<file path="config.mk">
export PLATFORM = sky130hd
export DESIGN_NAME = b58_divstep
export DESIGN_NICKNAME = d
export VERILOG_FILES = /design/src/hw/rtl/base58_block_encoder_macros.svh /design/src/hw/rtl/b58_pkg.sv /design/src/hw/rtl/b58_divstep.sv
export SDC_FILE = /design/constraint.sdc
export NUM_CORES = 1
export LEC_CHECK = 0
export BUFFER_PORTS_ARGS = -buffer_cell sky130_fd_sc_hd__buf_2
export CORE_UTILIZATION = 25
export DETAILED_ROUTE_END_ITERATION = 6
export PLACE_DENSITY = 0.52
export SKIP_LAST_GASP = 1
export SLEW_MARGIN = 20
export SYNTH_ARGS = -nofsm -noshare
export SYNTH_HDL_FRONTEND = slang
export SYNTH_SLANG_ARGS = --single-unit
</file>
<file path="constraint.sdc">
create_clock -name vclk -period 9.4
set_input_delay 1.41 -clock vclk [all_inputs]
set_output_delay 1.41 -clock vclk [all_outputs]
set_load 0.01 [all_outputs]
</file>
<file path="src/hw/rtl/base58_block_encoder_macros.svh">
// Assertion macros shared by the base-58 block encoder RTL.
`ifndef BASE58_BLOCK_ENCODER_MACROS_SVH
`define BASE58_BLOCK_ENCODER_MACROS_SVH
`ifndef NO_ASSERTIONS
// General property, checked on every rising clock edge outside reset.
`define B58_ASSERT(label, prop, msg) \
  label: assert property (@(posedge clk_i) disable iff (!rst_ni) prop) \
    else $error(msg);
// Condition that must never be true outside reset.
`define B58_ASSERT_NEVER(label, cond, msg) \
  label: assert property (@(posedge clk_i) disable iff (!rst_ni) !(cond)) \
    else $error(msg);
`else
`define B58_ASSERT(label, prop, msg)
`define B58_ASSERT_NEVER(label, cond, msg)
`endif
`endif

</file>
<file path="src/hw/rtl/b58_pkg.sv">
// Package with widths, types and lookup functions of the base-58 block encoder.
package b58_pkg;

  localparam int unsigned BYTE_W      = 8;
  localparam int unsigned CHAR_W      = 7;
  localparam int unsigned DIGIT_W     = 6;
  localparam int unsigned BLOCK_BYTES = 8;
  localparam int unsigned BLOCK_W     = BLOCK_BYTES * BYTE_W;
  localparam int unsigned MAX_CHARS   = 11;
  localparam int unsigned CNT_W       = 3;
  localparam int unsigned DCNT_W      = 4;
  localparam int unsigned STACK_W     = MAX_CHARS * DIGIT_W;

  localparam logic [DIGIT_W:0]   RADIX_EXT      = (DIGIT_W + 1)'(58);
  localparam logic [DIGIT_W-1:0] RADIX_DIG      = DIGIT_W'(58);
  localparam logic [CNT_W-1:0]   LAST_BYTE_IDX  = CNT_W'(BLOCK_BYTES - 1);
  localparam logic [DCNT_W-1:0]  MAX_CHARS_CNT  = DCNT_W'(MAX_CHARS);

  // Sequencer states.
  typedef enum logic [2:0] {
    ST_IDLE = 3'b001,
    ST_DIV  = 3'b010,
    ST_EMIT = 3'b100
  } b58_state_e;

  // Control from the sequencer to the digit stack.
  typedef struct packed {
    logic               push;
    logic [DIGIT_W-1:0] digit;
    logic               emit;
    logic               msg_last;
  } b58_stk_ctrl_t;

  // Status from the digit stack to the sequencer.
  typedef struct packed {
    logic drained;
  } b58_stk_sts_t;

  // Number of characters for a block of n bytes (1 to 8).
  function automatic logic [DCNT_W-1:0] b58_char_len(input logic [DCNT_W-1:0] n);
    logic [DCNT_W-1:0] len;
    case (n)
      4'd1:    len = 4'd2;
      4'd2:    len = 4'd3;
      4'd3:    len = 4'd5;
      4'd4:    len = 4'd6;
      4'd5:    len = 4'd7;
      4'd6:    len = 4'd9;
      4'd7:    len = 4'd10;
      default: len = MAX_CHARS_CNT;
    endcase
    return len;
  endfunction

  // ASCII character of one base-58 digit; the alphabet skips 0, O, I and l.
  function automatic logic [CHAR_W-1:0] b58_ascii(input logic [DIGIT_W-1:0] d);
    logic [CHAR_W-1:0] dx;
    logic [CHAR_W-1:0] c;
    dx = {1'b0, d};
    if (d < 6'd9) begin
      c = 7'd49 + dx;
    end else if (d < 6'd17) begin
      c = 7'd65 + dx - 7'd9;
    end else if (d < 6'd22) begin
      c = 7'd74 + dx - 7'd17;
    end else if (d < 6'd33) begin
      c = 7'd80 + dx - 7'd22;
    end else if (d < 6'd44) begin
      c = 7'd97 + dx - 7'd33;
    end else if (d < RADIX_DIG) begin
      c = 7'd109 + dx - 7'd44;
    end else begin
      c = 7'd49;
    end
    return c;
  endfunction

endpackage

</file>
<file path="src/hw/rtl/b58_divstep.sv">
// Shared divide-by-58 step: one byte of a long division per cycle.
module b58_divstep
  import b58_pkg::*;
(
  input  logic [DIGIT_W-1:0] rem_i,
  input  logic [BYTE_W-1:0]  byte_i,
  output logic [BYTE_W-1:0]  quot_o,
  output logic [DIGIT_W-1:0] rem_o
);

  // Restoring division of {rem, byte} by 58, one quotient bit per step.
  always_comb begin
    logic [DIGIT_W:0]   trial;
    logic [DIGIT_W-1:0] r;
    r      = rem_i;
    quot_o = '0;
    for (int i = BYTE_W - 1; i >= 0; i--) begin
      trial = {r, byte_i[i]};
      if (trial >= RADIX_EXT) begin
        quot_o[i] = 1'b1;
        r         = DIGIT_W'(trial - RADIX_EXT);
      end else begin
        r = DIGIT_W'(trial);
      end
    end
    rem_o = r;
  end

endmodule

</file>
**Word-level counts from Yosys, hierarchy flattened**

Cells that the tools add are included.

- Output and inout bits: 14
- Memory bits (writable): 0
- Bits of input ports: 14
- Latch bits: 0
- ROM bits: 0
- Memories: 0
- Register bits: 0

- Magnitude comparators: 8
- Eq/ne operators: 0
- Add/sub/neg operators: 8
- Multiplexer cells: 16
- Multiply operators: 0
- Shifts and indexed selects: 0
- Bitwise logic cells: 0
- Reductions and logical operators: 0
- Div/mod/pow operators: 0

Operator list:

| operator | count |
|---|---|
| $ge A7 B6 Y1 const B | 8 |
| $mux W6 | 8 |
| $sub A6 B6 Y6 const B | 8 |
| $mux W1 | 8 |

**Longest topological paths before layout**

Gate-level depths: netlist of the first run.

- Word-level depth: 16
- Gate-level depth with buffers: 41

**Worst setup path before layout of the first run**

OpenSTA, ideal clock, no wires.

- Path type: in2out
- Start: in rem_i[0]
- End: out rem_o[1]
- Data arrival time: 8821 ps
- Path buffers: 2
- Required time: 7990 ps
- Cell stages on the path: 40
- Path slack: -831 ps
- Path through: inv_1 ha_1 and4b_1 buf_6 o21ai_0 a21boi_1 ha_1 o31ai_1 o22a_1 a31oi_1 xnor2_1 inv_1 ha_1 a211oi_1 o21ai_1 o2111a_1 o21ai_1 nand2_1 [4 not listed] a221oi_4 or3_1 nand3_1 ha_1 clkbuf_1 o311ai_0 o22ai_2 o311ai_2 and2_1 ha_1 a31oi_1 mux2_2 a41o_1 xnor2_1 ha_1 nor4_1 nand2b_4 xnor2_1

- Longest elaborated chain between the ends: 16
- Elaborated cells between the ends (all ways): 24
- Classes of those cells: add/sub (8); order compare (8); mux (8)

Ends and longest elaborated chain:

| element | line | source |
|---|---|---|
| start, declared | b58_divstep.sv:5 | `input logic [DIGIT_W-1:0] rem_i,` |
| $sub A6 B6 Y6 / $ge A7 B6 Y1 (equally long branches) | b58_divstep.sv:21, b58_divstep.sv:19 |  |
| $mux W6 (*) | b58_divstep.sv:19 | `if (trial >= RADIX_EXT) begin` |
| $sub A6 B6 Y6 / $ge A7 B6 Y1 (equally long branches) | b58_divstep.sv:21, b58_divstep.sv:19 |  |
| $mux W6 (*) | b58_divstep.sv:19 |  |
| $sub A6 B6 Y6 / $ge A7 B6 Y1 (equally long branches) | b58_divstep.sv:21, b58_divstep.sv:19 |  |
| $mux W6 (*) | b58_divstep.sv:19 |  |
| $sub A6 B6 Y6 / $ge A7 B6 Y1 (equally long branches) | b58_divstep.sv:21, b58_divstep.sv:19 |  |
| $mux W6 (*) | b58_divstep.sv:19 |  |
| $sub A6 B6 Y6 / $ge A7 B6 Y1 (equally long branches) | b58_divstep.sv:21, b58_divstep.sv:19 |  |
| $mux W6 (*) | b58_divstep.sv:19 |  |
| $ge A7 B6 Y1 / $sub A6 B6 Y6 (equally long branches) | b58_divstep.sv:19, b58_divstep.sv:21 |  |
| $mux W6 (*) | b58_divstep.sv:19 |  |
| $ge A7 B6 Y1 / $sub A6 B6 Y6 (equally long branches) | b58_divstep.sv:19, b58_divstep.sv:21 |  |
| $mux W6 (*) | b58_divstep.sv:19 |  |
| $sub A6 B6 Y6 / $ge A7 B6 Y1 (equally long branches) | b58_divstep.sv:21, b58_divstep.sv:19 |  |
| $mux W6 (*) | b58_divstep.sv:19 |  |
| end, declared | b58_divstep.sv:8 | `output logic [DIGIT_W-1:0] rem_o` |

Every way passes the cells marked *; elsewhere a longest branch is shown, timed or not.

**Worst setup path in the final report of the first run**

- Start: in rem_i[0]
- End: out rem_o[5]

- Longest elaborated chain between the ends: 16
- Elaborated cells between the ends (all ways): 24
- Classes of those cells: add/sub (8); order compare (8); mux (8)

Ends and longest elaborated chain:

| element | line |
|---|---|
| $sub A6 B6 Y6 / $ge A7 B6 Y1 (equally long branches) | b58_divstep.sv:21, b58_divstep.sv:19 |
| $mux W6 (*) | b58_divstep.sv:19 |
| $sub A6 B6 Y6 / $ge A7 B6 Y1 (equally long branches) | b58_divstep.sv:21, b58_divstep.sv:19 |
| $mux W6 (*) | b58_divstep.sv:19 |
| $sub A6 B6 Y6 / $ge A7 B6 Y1 (equally long branches) | b58_divstep.sv:21, b58_divstep.sv:19 |
| $mux W6 (*) | b58_divstep.sv:19 |
| $sub A6 B6 Y6 / $ge A7 B6 Y1 (equally long branches) | b58_divstep.sv:21, b58_divstep.sv:19 |
| $mux W6 (*) | b58_divstep.sv:19 |
| $sub A6 B6 Y6 / $ge A7 B6 Y1 (equally long branches) | b58_divstep.sv:21, b58_divstep.sv:19 |
| $mux W6 (*) | b58_divstep.sv:19 |
| $ge A7 B6 Y1 / $sub A6 B6 Y6 (equally long branches) | b58_divstep.sv:19, b58_divstep.sv:21 |
| $mux W6 (*) | b58_divstep.sv:19 |
| $sub A6 B6 Y6 / $ge A7 B6 Y1 (equally long branches) | b58_divstep.sv:21, b58_divstep.sv:19 |
| $mux W6 (*) | b58_divstep.sv:19 |
| $sub A6 B6 Y6 / $ge A7 B6 Y1 (equally long branches) | b58_divstep.sv:21, b58_divstep.sv:19 |
| $mux W6 (*) | b58_divstep.sv:19 |

Marks and branches as above.

==> qor.txt, run 1 <==
Final wirelength -> 8020 µm
Worst stage delay on the critical path -> 0.42 ns
Syn-to-layout area delta -> 70.9%
Grt ovf -> 0
Cells after DPL -> 509
Yosys warning count -> 0
DP HPWL -> 6210 µm
Finished Cell Area -> 3720 µm²
Synth Instances -> 297
Psw -> 560 µW
Rel. slew slack -> 0.439
Post-layout util -> 0.446
Vias after detailed routing -> 2885
CP Max Fanout -> 4
Avg Cell Area, Syn -> 7.33 µm²
Max-slew violations -> 0
DIE WIDTH -> 95.3 µm
Initial core utilization -> 0.261
Die H -> 95.3 µm
Final setup vio count -> 5
Failing checks -> negative setup slack
DRC viols -> 0
Register area -> 0 µm²
Critical Path AT -> 8.03 ns
Hold WC Path Type -> in -> out
First-pass GRT wire length -> 13100 µm
Largest net degree at the start of global routing -> 12
CP Capture Type -> output pin
RSZ-0062 raised after global routing -> true
CP most frequent cell -> ha_4
Fin cells -> 529
Dpl cell area -> 3270 µm²
Register area share after synthesis -> 0
Status -> complete, but fails checks
Setup ws final -> -0.0409 ns
Layout Nets -> 447
Routability congestion estimate -> 0.841
Maxcap violations -> 0
P_int -> 577 µW
Core area -> 8340 µm²
WL per Instance -> 15.2 µm
DRT Pass-1 Iters -> 5
Hold_ws -> 3.06 ns
Library cells used by synthesis -> 96
Total power -> 1140 µW
All-layer global routing usage -> 0.176
Boundary Pins -> 28
Vias in the first global route -> 2802
Post-Syn Area -> 2180 µm²
Crit-path slowest cell -> or3_4
Sequential share of power -> 0
Min Tclk post-route -> 9.44 ns
Req. time, crit path -> 7.99 ns
Worst-Margin Slew -> 0.842 ns
Core Rows -> 33
Clkbuf count -> 0
Via density -> 5.45
Initial DRC Count -> 230
PortBufs -> 28
Pleak -> 0.00151 µW
Power per cell area -> 305 nW/µm²
Clk pwr share -> 0
Worst setup path class -> in -> out
Hold Vio Cnt, Final -> 0
DIE AREA -> 9090 µm²
Period utilization -> 1.00
Sw Ratio -> 0.493
FFs & Latches -> 0
Antenna violations before repair -> 0
Final ANT Viol Nets -> 0
Peak supply drop -> 0.125 mV
Critical Path Source Type -> input port
Max Clock Freq -> 106 MHz
Comb power frac -> 1.000
N_diodes -> 0
Hold Buf Count CTS -> 0
Syn nets -> 318
Share of layout cells above drive strength 1 -> 0.571
==> worst max-delay path: cells and delay by family <==
kind / cells / cell delay [ns]
AND/OR/NAND/NOR: 7 / 1.44
XOR/XNOR: 2 / 0.26
adder cells (fa/ha/maj): 6 / 1.07
AO/OA/AOI/OAI: 18 / 3.06
buffers and inverters: 7 / 0.78
==> final timing paths <==
kind	from	end	slack, ns	cells past startpoint
min	byte_i[0]	rem_o[0]	3.06	2
max	rem_i[0]	rem_o[5]	-0.04	40
==> power by group through the flow <==
stage          Sequential (µW)  Clock [µW]  Combinational [µW]
6_report                     0           0                1140
2_1_floorplan                0           0                 597
3_3_place_gp                 0           0                 950
5_1_grt                      0           0                1230
4_1_cts                      0           0                1030
3_5_place_dp                 0           0                 962
==> stage by stage <==
step / setup TNS, ns / setup WS (ns)
2_1_floorplan: -0.267 / -0.0700
3_3_place_gp: -0.537 / -0.123
3_5_place_dp: -1.77 / -0.331
4_1_cts: 0 / 0.00620
5_1_grt: -2.09 / -0.390
6_report: -0.125 / -0.0409
==> layer usage <==
layer | share of wire | routed length [µm] | global-route usage
met1 | 0.47 | 3810 | 0.240
met5 | 0 | 0 | 0
met4 | 0.0032 | 26 | 0.0152
met3 | 0.043 | 347 | 0.00957
met2 | 0.48 | 3840 | 0.312
==> final cells by class <==
type,instances,area (µm²)
multi-input combinational,265,2460
tap,105,131
timing repair buffer,137,1020
fill,834,4620
inverter,22,111
==> layout by cell type (no fill, tap or decap), types with 5 or more instances in the layout <==
master / synthesis / layout
or3_1: 6 / 5
buf_2: 3 / 25
buf_6: 2 / 7
nor3_1: 10 / 7
buf_4: 3 / 102
a21oi_2: 2 / 5
nand3_1: 13 / 9
ha_4: 0 / 6
nand2_1: 23 / 22
inv_1: 22 / 17
o21ai_0: 12 / 11
nor2_1: 14 / 13
a21oi_1: 16 / 12
nor2b_1: 9 / 8
o21ai_2: 2 / 6
==> Yosys cell counts, types with 2 or more instances <==
cell | number | area (µm²)
a21boi_1 | 2 | 15.0
o221ai_2 | 2 | 30.0
a211oi_2 | 2 | 25.0
mux2i_1 | 5 | 50.1
nand2_1 | 23 | 86.3
and3_1 | 3 | 18.8
clkbuf_1 | 2 | 7.51
and2_1 | 6 | 37.5
o21ai_0 | 12 | 60.1
o311ai_2 | 2 | 32.5
o21ai_1 | 8 | 40.0
or2_2 | 2 | 12.5
mux2i_2 | 2 | 27.5
o22a_1 | 2 | 17.5
a32oi_1 | 3 | 26.3
buf_6 | 2 | 22.5
inv_1 | 22 | 82.6
o21a_1 | 4 | 30.0
or2_1 | 4 | 25.0
a221oi_2 | 2 | 30.0
a31oi_1 | 6 | 37.5
buf_4 | 3 | 22.5
o211ai_1 | 4 | 30.0
o31ai_1 | 5 | 37.5
a22oi_1 | 3 | 22.5
nor4_1 | 4 | 25.0
o21ai_2 | 2 | 17.5
o22ai_2 | 2 | 25.0
a21o_1 | 4 | 30.0
ha_1 | 7 | 87.6
nand3_1 | 13 | 65.1
a21oi_2 | 2 | 17.5
a21oi_1 | 16 | 80.1
nor2b_1 | 9 | 56.3
nand2b_1 | 3 | 18.8
mux2_2 | 5 | 56.3
or3_1 | 6 | 37.5
nand4_1 | 3 | 18.8
xnor2_1 | 5 | 43.8
nor3_1 | 10 | 50.1
nor2_1 | 14 | 52.6
buf_2 | 3 | 15.0
a211oi_1 | 4 | 30.0
o211ai_2 | 2 | 25.0
==> repair_timing <==
| item | CTS | global route |
|---|---|---|
| pin swaps | 19 | 21 |
| setup endpoints to repair | 6 | 6 |
| gates resized for setup | 20 | 39 |
| buffers inserted | 13 | 7 |
==> cells by family (layout without fill, tap and decap cells) <==
group / after synthesis / in the layout / synth area share
adder cells (fa/ha/maj): 8 / 8 / 0.0454
AND/OR/NAND/NOR: 120 / 120 / 0.326
buffers and inverters: 32 / 159 / 0.0689
multiplexers: 13 / 13 / 0.0684
XOR/XNOR: 7 / 7 / 0.0368
AO/OA/AOI/OAI: 117 / 117 / 0.455
No activity file was read; power rests on OpenSTA's default activity.
==> run 2, diff against run 1 <==
--- a/config.mk
+++ b/config.mk
@@ -9,6 +9,7 @@
 export CORE_UTILIZATION = 25
 export DETAILED_ROUTE_END_ITERATION = 6
 export PLACE_DENSITY = 0.52
+export RECOVER_POWER = 25
 export SKIP_LAST_GASP = 1
 export SLEW_MARGIN = 20
 export SYNTH_ARGS = -nofsm -noshare
==> qor.txt, run 2 (synthesis gave the netlist of run 1 again) <==
Pleak -> 0.00151 µW (about the same)
Antenna violations before repair -> 0 (unchanged)
Largest net degree at the start of global routing -> 12 (unchanged)
Worst-Margin Slew -> 0.842 ns (unchanged)
P_int -> 576 µW (was 577 µW)
DIE WIDTH -> 95.3 µm (unchanged)
Final wirelength -> 8020 µm (about the same)
Final setup vio count -> 5 (unchanged)
Boundary Pins -> 28 (unchanged)
Layout Nets -> 447 (unchanged)
Worst stage delay on the critical path -> 0.42 ns (about the same)
Failing checks -> negative setup slack (unchanged)
Hold Vio Cnt, Final -> 0 (unchanged)
Share of layout cells above drive strength 1 -> 0.566 (was 0.571)
Routability congestion estimate -> 0.841 (unchanged)
Final ANT Viol Nets -> 0 (unchanged)
Syn-to-layout area delta -> 70.7% (was 70.9%)
RSZ-0062 raised after global routing -> true (unchanged)
Die H -> 95.3 µm (unchanged)
Setup ws final -> -0.0409 ns (about the same)
Vias in the first global route -> 2802 (unchanged)
Core Rows -> 33 (unchanged)
DRC viols -> 0 (unchanged)
Critical Path Source Type -> input port (unchanged)
Status -> complete, but fails checks (unchanged)
Req. time, crit path -> 7.99 ns (about the same)
Min Tclk post-route -> 9.44 ns (about the same)
Worst setup path class -> in -> out (unchanged)
Peak supply drop -> 0.125 mV (unchanged)
Commonest non-fill, non-tap cells in the layout -> 101 x buf_4, 24 x buf_2, 22 x nand2_1 (was 102 x buf_4, 25 x buf_2, 22 x nand2_1)
PortBufs -> 28 (unchanged)
Vias after detailed routing -> 2885 (unchanged)
Sequential share of power -> 0 (about the same)
WL per Instance -> 15.2 µm (about the same)
DIE AREA -> 9090 µm² (unchanged)
Power per cell area -> 306 nW/µm² (was 305 nW/µm²)
Fillers -> 837 (was 834)
DRT Pass-1 Iters -> 5 (unchanged)
Psw -> 560 µW (about the same)
Max Clock Freq -> 106 MHz (unchanged)
Comb power frac -> 1.000 (about the same)
FFs & Latches -> 0 (unchanged)
Multi-input logic area -> 2460 µm² (unchanged)
Grt ovf -> 0 (unchanged)
Clk pwr share -> 0 (about the same)
Core area -> 8340 µm² (unchanged)
Post-layout util -> 0.446 (about the same)
Maxcap violations -> 0 (unchanged)
Initial DRC Count -> 231 (was 230)
CP Max Fanout -> 4 (unchanged)
Crit-path slowest cell -> or3_4 (unchanged)
Max-slew violations -> 0 (unchanged)
Clkbuf count -> 0 (unchanged)
Period utilization -> 1.00 (about the same)
Rel. slew slack -> 0.439 (unchanged)
All-layer global routing usage -> 0.176 (unchanged)
DP HPWL -> 6210 µm (unchanged)
N_diodes -> 0 (unchanged)
Commonest non-fill, non-tap cell in the layout -> buf_4 (unchanged)
CP most frequent cell -> ha_4 (unchanged)
Critical Path AT -> 8.03 ns (about the same)
Initial core utilization -> 0.261 (unchanged)
Hold WC Path Type -> in -> out (unchanged)
First-pass GRT wire length -> 13100 µm (unchanged)
CP Capture Type -> output pin (unchanged)
Register area -> 0 µm² (unchanged)
Via density -> 5.45 (unchanged)
Total negative slack -> -0.125 ns (about the same)
Sw Ratio -> 0.493 (about the same)
[run 2: cell types whose count changed in the layout (fill, tap and decap cells not counted)]
cell,delta
clkbuf_1,+2
buf_2,-1
buf_4,-1
[run 2: worst paths after layout]
kind / startpoint / end / slack, ns / cells after the start
worst max-delay path: rem_i[0] / rem_o[5] / -0.04 / 40
worst min-delay path: byte_i[0] / rem_o[0] / 3.06 / 2
[run 2: area by class of cell]
cell class | instances | share of cell area
inverter | 22 | 0.0299
multi-input combinational | 265 | 0.660
tap | 105 | 0.0353
timing repair buffer | 137 | 0.274
[run 2: through the flow]
step / hold WS, ns / setup slack [ns] / std cells / cell area (µm²) / power [µW]
after floorplan: 2.91 / -0.0700 / 297 / 2400 / 597
after global placement: 3.03 / -0.123 / 509 / 3270 / 950
after detailed placement: 3.03 / -0.331 / 509 / 3270 / 962
after CTS: 3.03 / 0.00620 / 522 / 3470 / 1030
after global routing: 3.08 / -0.390 / 529 / 3720 / 1230
final: 3.06 / -0.0409 / 529 / 3720 / 1140
[run 2: power groups by stage]
stage	Combinational, µW	Clock, µW	Sequential (µW)
after floorplan	597	0	0
after global placement	950	0	0
after detailed placement	962	0	0
after CTS	1030	0	0
after global routing	1230	0	0
final	1140	0	0
[run 2: timing repair]
action / in CTS / in global routing
gates resized for setup: 20 / 39
pin swaps: 19 / 21
hold buffers: 0 / 0
gates cloned: 0 / 0
setup buffers: 13 / 7
endpoints found under the setup margin: 6 / 6
[run 2: layer usage]
metal  part of all wire  vias to the layer above  global-route usage
met3              0.043                        4             0.00957
met2               0.48                       83               0.312
met5                  0                        -                   0
met1               0.47                     1369               0.240
met4             0.0032                        0              0.0152
li1                   -                     1429                   -
[run 2: worst max-delay path, delay by kind of cell]
family	cells	cell delay, ns
AND/OR/NAND/NOR	7	1.44
XOR/XNOR	2	0.26
AO/OA/AOI/OAI	18	3.06
buffers and inverters	7	0.78
adder cells (fa/ha/maj)	6	1.07
